**config.mk**
```make
export PLATFORM = sky130hd
export DESIGN_NAME = lmm4_out_stage
export DESIGN_NICKNAME = d
export VERILOG_FILES = /design/src/rtl/lmm4_pkg.sv /design/src/rtl/lmm4_out_stage.sv
export SDC_FILE = /design/constraint.sdc
export NUM_CORES = 1
export LEC_CHECK = 0
export BUFFER_PORTS_ARGS = -buffer_cell sky130_fd_sc_hd__buf_2
export CORE_UTILIZATION = 47
export DETAILED_ROUTE_END_ITERATION = 10
export PLACE_DENSITY = 0.82
export SLEW_MARGIN = 20
export SYNTH_ARGS = -nofsm -noshare
export SYNTH_HDL_FRONTEND = slang
export SYNTH_SLANG_ARGS = --single-unit
```
**constraint.sdc**
```tcl
create_clock -name clk_i -period 5.38 [get_ports clk_i]
set_clock_uncertainty 0.1 [all_clocks]
set_input_delay 1.076 -clock clk_i [delete_from_list [all_inputs] [get_ports clk_i]]
set_output_delay 1.076 -clock clk_i [all_outputs]
set_load 0.02 [all_outputs]
```
**src/rtl/lmm4_pkg.sv**
```systemverilog
// shared types and constants of the four-neighbour local maximum map
`default_nettype none

package lmm4_pkg;

  localparam int SAMPLE_W  = 16;
  localparam int ROW_W     = 16;
  localparam int COL_W     = 10;
  localparam int CFG_W     = 16;
  localparam int CFG_IDX_W = 2;
  localparam int IMG_W_W   = 11;

  // configuration register indexes
  localparam logic [CFG_IDX_W-1:0] REG_IMAGE_WIDTH  = 2'd0;
  localparam logic [CFG_IDX_W-1:0] REG_IMAGE_HEIGHT = 2'd1;

  // input commands
  localparam logic CMD_PIXEL = 1'b0;
  localparam logic CMD_FLUSH = 1'b1;

  // one line memory word: previous row and the row before it
  typedef struct packed {
    logic signed [SAMPLE_W-1:0] above;
    logic signed [SAMPLE_W-1:0] above_two;
  } line_word_t;

  // work handed to the compare stage
  typedef struct packed {
    logic                       emit;
    logic                       check;
    logic signed [SAMPLE_W-1:0] centre;
    logic signed [SAMPLE_W-1:0] up;
    logic signed [SAMPLE_W-1:0] left;
    logic signed [SAMPLE_W-1:0] down;
    logic [ROW_W-1:0]           row;
    logic [COL_W-1:0]           col;
    logic                       last;
  } item_t;

endpackage

`default_nettype wire

```
**src/rtl/lmm4_out_stage.sv**
```systemverilog
// compare stage and output register
`default_nettype none

module lmm4_out_stage (
  input  wire logic                            clk_i,
  input  wire logic                            rst_ni,
  input  wire logic                            load_i,
  input  wire lmm4_pkg::item_t                 item_i,
  input  wire logic signed [lmm4_pkg::SAMPLE_W-1:0] right_i,
  output      logic                            hold_o,
  output      logic                            out_valid_o,
  input  wire logic                            out_stall_i,
  output      logic                            is_peak_o,
  output      logic [lmm4_pkg::ROW_W-1:0]      row_o,
  output      logic [lmm4_pkg::COL_W-1:0]      col_o,
  output      logic                            last_o
);

  lmm4_pkg::item_t s1_q;
  logic s1_valid_q, s1_valid_d;
  logic s1_adv;
  logic peak;
  logic out_valid_q, out_valid_d;
  logic is_peak_q;
  logic [lmm4_pkg::ROW_W-1:0] row_q;
  logic [lmm4_pkg::COL_W-1:0] col_q;
  logic last_q;

  // right neighbour comes from the line memory's registered read, issued together with the load
  assign peak = s1_q.check &&
                ($signed(s1_q.centre) >= $signed(s1_q.up)) &&
                ($signed(s1_q.centre) >= $signed(s1_q.down)) &&
                ($signed(s1_q.centre) >= $signed(s1_q.left)) &&
                ($signed(s1_q.centre) >= $signed(right_i));

  assign s1_adv = s1_valid_q && (!s1_q.emit || !out_valid_q || !out_stall_i);
  assign hold_o = s1_valid_q && !s1_adv;

  always_comb begin
    s1_valid_d = s1_valid_q;
    if (load_i) begin
      s1_valid_d = 1'b1;
    end else if (s1_adv) begin
      s1_valid_d = 1'b0;
    end
    out_valid_d = out_valid_q;
    if (s1_adv && s1_q.emit) begin
      out_valid_d = 1'b1;
    end else if (!out_stall_i) begin
      out_valid_d = 1'b0;
    end
  end

  always_ff @(posedge clk_i or negedge rst_ni) begin
    if (!rst_ni) begin
      s1_valid_q  <= 1'b0;
      out_valid_q <= 1'b0;
    end else begin
      s1_valid_q  <= s1_valid_d;
      out_valid_q <= out_valid_d;
    end
  end

  always_ff @(posedge clk_i) begin
    if (load_i) begin
      s1_q <= item_i;
    end
    if (s1_adv && s1_q.emit) begin
      is_peak_q <= peak;
      row_q     <= s1_q.row;
      col_q     <= s1_q.col;
      last_q    <= s1_q.last;
    end
  end

  assign out_valid_o = out_valid_q;
  assign is_peak_o   = is_peak_q;
  assign row_o       = row_q;
  assign col_o       = col_q;
  assign last_o      = last_q;

endmodule

`default_nettype wire

```
==> key figures, run 1 <==
Synth
  • Sequential area share after synthesis: 0.682
  • Synth Flop Type: edfxtp_1
  • Mapped Avg Cell Area: 15.2 um^2
  • Async SR Flop Fraction: 0.0163
  • YS warnings: 0
  • Cells after synthesis: 356
  • Synth top area cells: edfxtp_1, ha_1, inv_1
  • Synth Cell Area: 0.00540 mm^2
  • Synth cell types: 35
  • Yosys top cell by area: edfxtp_1
  • Mapped Nets: 533
  • Yosys top cell area share: 0.673
  • EDFF count, synth: 121
  • Yosys reg bits: 123

Timing
  • Min Hold Slack: 0.316 ns
  • Fin crit share: 0.509
  • Max-slew violations: 0
  • Final Setup Violations: 0
  • Post-Route Setup TNS: 0 ns
  • Worst-margin pin slew: 0.847 ns
  • Tmin final: 2.74 ns
  • Final Hold Fails: 0
  • RSZ-0062 raised after global routing: false
  • Max frequency: 365 MHz
  • Relative slew slack: 0.435

Placed design
  • IO buf count: 142
  • Placer Congestion: 0.788
  • DP HPWL: 8250 um

Global routing
  • Pin count of the biggest net entering global routing: 66
  • Vias in the first global route: 3,637
  • Overall Global Routing Usage: 0.201
  • Initial antenna violation count: 0
  • First-pass GRT wire length: 16,800 um
  • Total grt overflow: 0

Worst setup path
  • Worst Setup End Kind: output pin
  • CP required: 4.20 ns
  • WS Path Type: in2out
  • Critical path's slowest cell: buf_2
  • Arr. time, crit path: 1.56 ns
  • CP top delay family: buffers and inverters
  • Worst path max stage delay: 0.18 ns
  • CP Cell Sequence: buf_2 > nand2_1 > nor2_1 > buf_2
  • CP Depth: 4
  • Crit Path Max Fanout: 2
  • Most used cell, CP: buf_2
  • Crit path launch type: input port
  • Worst path buffer plus inverter count: 2
  • R2R cell count: 6

Clock network
  • CTS Hold Buffers Added: 0
  • Total CTS buffers: 17
  • CTS sink cnt: 123
  • Clock-pin slew on the worst setup and hold paths: 0.05 ns
  • Clock Path Buffers: 2
  • CTS tree: built
  • Clk Tree Root Cell: clkbuf_16
  • Htree depth: 4
  • Clk_lat worst skew: 0.41 ns
  • Post_cts resized: 0
  • Post-CTS Setup Inserts: 0

Routing
  • Post-route DRC: 0
  • Final wirelength: 11,100 um
  • First-pass DRT Iterations: 5
  • Vias per cell: 5.05
  • DRC marker count from the first detailed-route iteration: 165
  • WL/cell: 16.5 um
  • ANT nets after route: 0
  • Via Count: 3,391

Layout
  • ANT cells: 0
  • Nets: 696
  • Most frequent cells in the layout: buf_2, edfxtp_1, inv_1, ha_1, a21oi_1
  • Most common cell after layout, fill and taps aside: buf_2
  • Area growth syn-to-layout: 27.3%
  • Fraction of layout cells with a size suffix above 1: 0.348

Floorplan
  • Core Rows: 38
  • # IOs: 143
  • Die X: 109 um
  • Die area: 0.0119 mm^2
  • Die Span Y: 109 um
  • Core ar.: 0.0110 mm^2
  • Starting density of the core: 0.490

Run status
  • Status: finished clean

Power and ir drop
  • Pleak: 3.12 nW
  • Power Dens Cells: 365 mW/mm^2
  • Max VDD drop: 0.000354 V

Worst hold path
  • Hold WC Path Type: reg2reg
  • Worst hold path depth: 0

Flow run
  • Max Cap Violations: 0
==> Yosys cell counts, drive strengths merged (2+ instances only) <==
library cell,number
ha,64
nand3,4
nor4,3
dfrtp,2
nor2,6
mux2i,2
a21o,8
o21ai,9
a21oi,23
edfxtp,121
nand2b,3
a211oi,3
nand2,15
inv,64
nand4,12
nor3,3
==> metrics by stage <==
stage	worst slack (ns)	cell area [um^2]	power (W)	std cells	util
after global routing	2.61	6870	0.00262	672	0.623
after CTS	2.65	6870	0.00254	672	0.623
after floorplan	2.37	5400	0.00134	356	-
after global placement	2.58	6310	0.00144	640	0.572
after detailed placement	2.50	6310	0.00146	640	0.572
final	2.64	6870	0.00251	672	0.623
==> path summary, 6_finish.rpt <==
| kind | startpoint | end | slack, ns |
|---|---|---|---|
| worst max-delay path | out_stall_i | hold_o | 2.64 |
| worst min-delay path | s1_q[24] | row_o[13] | 0.32 |
| worst max register to register | s1_q[90] | is_peak_o | 3.06 |
| worst min register to register | s1_q[24] | row_o[13] | 0.32 |
| max in group asynchronous | rst_ni | s1_valid_q | 4.74 |
| min in group asynchronous | rst_ni | out_valid_o | 0.34 |
==> report_power, final <==
part / total [W] / internal, W / switching, W
clock network: 0.00107 / 0.000673 / 0.000399
logic: 0.000269 / 0.000115 / 0.000154
registers: 0.00117 / 0.00114 / 0.0000327
==> layer usage <==
| metal | global-route usage | part of all wire | vias up | wire (um) |
|---|---|---|---|---|
| met2 | 0.327 | 0.47 | 140 | 5260 |
| met1 | 0.220 | 0.41 | 1594 | 4570 |
| met5 | 0 | 0 | - | 0 |
| li1 | - | - | 1641 | - |
| met4 | 0.104 | 0.020 | 0 | 220 |
| met3 | 0.0921 | 0.094 | 16 | 1040 |
==> final cells by class <==
cell class / count / area (um^2)
multi-input cells: 169 / 1480
inverters: 64 / 240
clock inverters: 9 / 87.6
repair buffers: 144 / 728
flip-flops and latches: 123 / 3680
clock buffers: 23 / 478
fillers: 833 / 4160
well taps: 140 / 175
==> sequential cells by signal, indices dropped and copies added (netlist names) <==
| signal | cells |
|---|---|
| s1_valid_q | 1 |
| is_peak_o | 1 |
| row_o | 16 |
| last_o | 1 |
| s1_q | 93 |
| out_valid_o | 1 |
| col_o | 10 |
==> logic make-up (layout without fill, tap and decap cells) <==
kind of cell	count (synthesis)	after routing	synth area share
flops	123	123	0.682
fa+ha+maj	64	64	0.148
compound gates	52	52	0.0637
simple gates	51	51	0.0579
mux	2	2	0.00371
buf+inv	64	240	0.0445
(Power assumes the default switching activity.)
==> run 2: changes to the inputs <==
- clock period: 5.38 -> 2.8 ns (I/O delays scaled with it)
==> run 2 against run 1 <==
Against the previous run:
- die area unchanged
- via count up 0.24%
- non-clock buffer count up 2
- clock power up 96%
- cell area up 0.35%
- critical endpoint is now is_peak_o
- power up 94%
- critical path depth up 3
- worst hold slack worse by 0.090 ns
- sequential share of layout area down 0.18 points
- final cell count up 0.45%
- wire length up 0.51%
==> key figures, run 2 (synthesis gave the netlist of run 1 again) <==
Global routing
  • Total grt overflow: 0 (unchanged)
  • Vias in the first global route: 3,558 (-2.2%)
  • Initial antenna violation count: 2 (+2)
  • Pin count of the biggest net entering global routing: 55 (-17%)
  • First-pass GRT wire length: 17,000 um (+1.5%)
  • Overall Global Routing Usage: 0.202 (+0.00119)

Timing
  • Post-Route Setup TNS: 0 ns (unchanged)
  • Tmin final: 2.33 ns
  • Final Hold Fails: 0 (unchanged)
  • Relative slew slack: 0.516 (+0.0802)
  • RSZ-0062 raised after global routing: false
  • Max frequency: 429 MHz
  • Fin crit share: 0.833
  • Max-slew violations: 0 (unchanged)
  • Final Setup Violations: 0 (unchanged)
  • Worst-margin pin slew: 0.726 ns (-0.120 ns)

Worst setup path
  • Crit Path Max Fanout: 4 (+2)
  • R2R cell count: 7 (+1)
  • CP required: 2.85 ns (-1.35 ns)
  • Reg-to-Reg End: is_peak_o
  • Arr. time, crit path: 2.38 ns (+0.82 ns)
  • FF-to-FF Start: s1_q[90]
  • Crit path launch type: flip-flop
  • Worst Setup End Kind: flip-flop
  • WS Path Type: reg2reg
  • R2r setup slk: 0.47 ns (-2.59 ns)

Worst hold path
  • Hold Crit Start: item_i[42]
  • Hold WC Path Type: in2reg
  • Worst min-delay path endpoint: s1_q[42]
  • Worst hold path depth: 1 (+1)

Power and ir drop
  • Max VDD drop: 0.000605 V (+71%)
  • Switching pwr: 0.00116 W (+97%)
  • Flop pwr share: 0.461 (-0.005)
  • Pleak: 3.13 nW (+0.24%)
  • Power Dens Cells: 706 mW/mm^2 (+93%)
  • Power share of the clock group: 0.431 (+0.004)
  • Internal power: 0.00372 W (+93%)
  • Combinational Power Share: 0.108 (about the same)
  • Switching Fraction: 0.237 (+0.00393)

Clock network
  • Post_cts resized: 0 (unchanged)
  • Clock Path Buffers: 2 (unchanged)
  • CTS sink cnt: 123 (unchanged)
  • Total CTS buffers: 17 (unchanged)
  • CTS Hold Buffers Added: 1 (+1)
  • CTS tree: built
  • Htree depth: 4 (unchanged)
  • Clk_lat worst skew: 0.41 ns (about the same)
  • Clock-pin slew on the worst setup and hold paths: 0.06 ns (about the same)
  • Post-CTS Setup Inserts: 0 (unchanged)
  • Clk Tree Root Cell: clkbuf_16

Floorplan
  • Die area: 0.0119 mm^2 (unchanged)
  • Die X: 109 um (unchanged)
  • # IOs: 143 (unchanged)
  • Starting density of the core: 0.490 (unchanged)
  • Core Rows: 38 (unchanged)
  • Core ar.: 0.0110 mm^2 (unchanged)
  • Die Span Y: 109 um (unchanged)

Placed design
  • DP HPWL: 8430 um (+2.2%)
  • Placer Congestion: 0.853 (+8.2%)
  • IO buf count: 142 (unchanged)
  • Placed insts: 641 (+0.16%)
  • Area after DPL: 0.00632 mm^2 (+0.12%)

Layout
  • Largest reg by FF count: s1_q
  • Fraction of layout cells with a size suffix above 1: 0.345 (-0.00318)
  • Area growth syn-to-layout: 27.7%
  • Most common cell after layout, fill and taps aside: buf_2
  • Cell Count, Final, Fillers Out: 675 (+0.45%)
  • Final instance area: 0.00690 mm^2 (+0.35%)
  • Max FFs per register: 93 (unchanged)
  • Most frequent cells in the layout: buf_2, edfxtp_1, inv_1, ha_1, a21oi_1
  • Nets: 698 (+0.29%)

Routing
  • ANT nets after route: 0 (unchanged)
  • Via Count: 3,399 (+0.24%)
  • First-pass DRT Iterations: 6 (+1)
  • DRC marker count from the first detailed-route iteration: 157 (-4.8%)
  • Post-route DRC: 0 (unchanged)
  • Vias per cell: 5.04 (-0.21%)
  • Final wirelength: 11,100 um (+0.51%)
  • WL/cell: 16.5 um (about the same)

Flow run
  • Max Cap Violations: 0 (unchanged)

Run status
  • Status: finished clean
## run 2: how the worst max path moves through the flow
stage / endpoint / cells after the start / startpoint / slack (ns)
final: is_peak_o / 7 / s1_q[90] / 0.47
after floorplan: col_o[0] / 1 / out_stall_i / 0.30
after detailed placement: is_peak_o / 9 / right_i[9] / 0.39
after global placement: is_peak_o / 8 / right_i[15] / 0.50
after global routing: is_peak_o / 7 / s1_q[90] / 0.32
after CTS: is_peak_o / 7 / s1_q[90] / 0.46
## run 2: layer usage
layer / GRT usage / up-vias / routed length, um
li1: - / 1656 / -
met1: 0.230 / 1573 / 4630
met2: 0.332 / 143 / 5300
met3: 0.0855 / 23 / 981
met4: 0.0867 / 4 / 209
met5: 0 / - / 28
## run 2: power groups by stage
stage | registers (W) | logic [W] | clock network, W
floorplan | 0.00230 | 0.000269 | 0
global placement | 0.00228 | 0.000499 | 0
detailed placement | 0.00228 | 0.000526 | 0
CTS | 0.00225 | 0.000530 | 0.00215
global route | 0.00226 | 0.000588 | 0.00223
finish | 0.00225 | 0.000526 | 0.00210
## run 2: worst max-delay path, cell delays in order (launching register included)
cell	delay, ns
edfxtp_1	0.50
ha_1	0.37
nand4_1	0.17
nor3_1	0.08
a21boi_1	0.14
nor4_2	0.30
mux2i_1	0.33
nor4_2	0.08
## run 2: final cells by class
type | instances | area, um^2
Fill cell | 832 | 4130
Sequential cell | 123 | 3680
Multi-Input combinational cell | 169 | 1480
Timing Repair Buffer | 146 | 746
Clock buffer | 17 | 425
Inverter | 64 | 240
Tap cell | 140 | 175
Clock inverter | 15 | 144
Antenna cell | 1 | 2.50
## run 2: through the flow
| step | setup WS, ns | hold slack [ns] | total power, W | utilization |
|---|---|---|---|---|
| after CTS | 0.462 | 0.202 | 0.00493 | 0.625 |
| after global placement | 0.499 | 0.244 | 0.00278 | 0.573 |
| after detailed placement | 0.394 | 0.249 | 0.00281 | 0.573 |
| after global routing | 0.322 | 0.198 | 0.00508 | 0.625 |
| final | 0.467 | 0.226 | 0.00487 | 0.625 |
| after floorplan | 0.303 | 0.164 | 0.00257 | - |
==> run 3: changes to the inputs <==
- clock period: 2.8 -> 2.35 ns (I/O delays scaled with it)
==> run 3 against run 2 <==
Against the previous run:
- clock power up 25%
- register-to-register slack worse by 0.36 ns
- wire length grew 0.48%
- flip-flop and latch count unchanged
- critical endpoint unchanged
- worst setup slack got worse by 0.36 ns
==> key figures, run 3 (synthesis gave the netlist of run 1 again) <==
Run status
  • Status: finished clean

Clock network
  • Clock-pin slew on the worst setup and hold paths: 0.06 ns (about the same)
  • Clock Path Buffers: 2 (unchanged)
  • Total CTS buffers: 17 (unchanged)
  • Clk Tree Root Cell: clkbuf_16
  • CTS tree: built
  • CTS sink cnt: 123 (unchanged)
  • Clk_lat worst skew: 0.42 ns (about the same)
  • Htree depth: 4 (unchanged)

Routing
  • WL/cell: 16.4 um (-0.85%)
  • Post-route DRC: 0 (unchanged)
  • Final wirelength: 11,200 um (+0.48%)
  • DRC marker count from the first detailed-route iteration: 144 (-8.3%)
  • Vias per cell: 5.05 (+0.34%)
  • Via Count: 3,456 (+1.7%)
  • First-pass DRT Iterations: 4 (-2)
  • ANT nets after route: 0 (unchanged)

Layout
  • Nets: 708 (+1.4%)
  • Fraction of layout cells with a size suffix above 1: 0.373 (+0.0286)
  • Largest reg by FF count: s1_q
  • ANT cells: 0 (-1)
  • Multi-input logic area: 0.00154 mm^2 (+3.9%)
  • Max FFs per register: 93 (unchanged)
  • Most common cell after layout, fill and taps aside: buf_2
  • Area growth syn-to-layout: 30.9%
  • Most frequent cells in the layout: buf_2, edfxtp_1, inv_1, ha_1, a21oi_1
  • Seq. cell area: 0.00368 mm^2 (unchanged)
  • Final instance area: 0.00707 mm^2 (+2.5%)
  • Utilization after layout: 0.641 (+0.0159)
  • Filler cell count: 808 (-2.9%)

Global routing
  • Total grt overflow: 0 (unchanged)
  • Pin count of the biggest net entering global routing: 42 (-24%)
  • Overall Global Routing Usage: 0.198 (-0.00429)
  • Vias in the first global route: 3,485 (-2.1%)
  • First-pass GRT wire length: 16,500 um (-3.1%)
  • Initial antenna violation count: 0 (-2)

Floorplan
  • Starting density of the core: 0.490 (unchanged)
  • # IOs: 143 (unchanged)
  • Die Span Y: 109 um (unchanged)
  • Die X: 109 um (unchanged)
  • Core Rows: 38 (unchanged)
  • Core ar.: 0.0110 mm^2 (unchanged)
  • Die area: 0.0119 mm^2 (unchanged)

Placed design
  • Area after DPL: 0.00640 mm^2 (+1.3%)
  • DP HPWL: 8410 um (-0.32%)
  • Placer Congestion: 0.811 (-4.8%)
  • IO buf count: 142 (unchanged)

Timing
  • Relative slew slack: 0.644 (+0.129)
  • Worst-margin pin slew: 0.533 ns (-0.193 ns)
  • Max-slew violations: 0 (unchanged)
  • Post-Route Setup TNS: 0 ns (unchanged)
  • Min Hold Slack: 0.124 ns (-0.102 ns)
  • Fin crit share: 0.954 (+0.121)
  • Max frequency: 446 MHz (+4.1%)
  • Final Hold Fails: 0 (unchanged)
  • Tmin final: 2.24 ns (-0.0908 ns)
  • Final Setup Violations: 0 (unchanged)

Worst setup path
  • WS Path Type: reg2reg
  • Arr. time, crit path: 2.38 ns (about the same)
  • Crit path launch type: flip-flop
  • Worst Setup End Kind: flip-flop
  • Crit Path Max Fanout: 4 (unchanged)
  • R2R cell count: 7 (unchanged)
  • CP required: 2.49 ns (-0.36 ns)

Power and ir drop
  • Pwr Total: 0.00597 W (+23%)
  • Pleak: 3.22 nW (+3.0%)
  • Power Dens Cells: 845 mW/mm^2 (+20%)
  • Max VDD drop: 0.000708 V (+17%)

Flow run
  • Max Cap Violations: 0 (unchanged)

Worst hold path
  • Hold WC Path Type: in2reg
  • Worst hold path depth: 1 (unchanged)
-- run 3: where the power goes --
| group | switching [W] | total [W] | internal [W] |
|---|---|---|---|
| clock network | 0.00103 | 0.00263 | 0.00160 |
| registers | 0.0000681 | 0.00267 | 0.00260 |
| logic | 0.000375 | 0.000673 | 0.000298 |
| total | 0.00147 | 0.00597 | 0.00450 |
-- run 3: cell type report --
class / count / share of cell area
Clock inverter: 15 / 0.0249
Timing Repair Buffer: 156 / 0.118
Sequential cell: 123 / 0.521
Inverter: 64 / 0.0340
Tap cell: 140 / 0.0248
Multi-Input combinational cell: 169 / 0.218
Clock buffer: 17 / 0.0601
-- run 3: per-layer routing --
metal  up-vias  part of all wire  global-route usage
met5         -                 0                   0
met3        23             0.099              0.0909
met2       147              0.47               0.326
li1       1673                 -                   -
met1      1613              0.41               0.213
met4         0             0.026               0.102
-- run 3: metrics by stage --
step	std cells	worst slack (ns)
5_1_grt	684	-0.0346
3_5_place_dp	650	0.0424
3_3_place_gp	650	0.127
4_1_cts	683	0.0947
6_report	684	0.108
2_1_floorplan	356	0.346
-- run 3: repair_timing --
action,CTS,global route
setup endpoints to repair,0,1
hold endpoints to repair,2,0
buffers inserted,0,1
resized for setup,0,6
hold buffers,1,0
-- run 3: path summary, 6_finish.rpt --
path	slack, ns	startpoint	to
min in group asynchronous	0.27	rst_ni	out_valid_o
min	0.12	item_i[71]	s1_q[71]
min reg2reg	0.32	s1_q[24]	row_o[13]
max reg2reg	0.11	s1_q[90]	is_peak_o
max in group asynchronous	1.79	rst_ni	s1_valid_q
max	0.11	s1_q[90]	is_peak_o
-- run 3: critical path, stage by stage (launching register included) --
cell	delay (ns)
edfxtp_1	0.53
ha_1	0.40
nand4_2	0.20
nor3_4	0.29
a221oi_1	0.13
nand2_1	0.08
mux2i_1	0.07
nor4_2	0.27
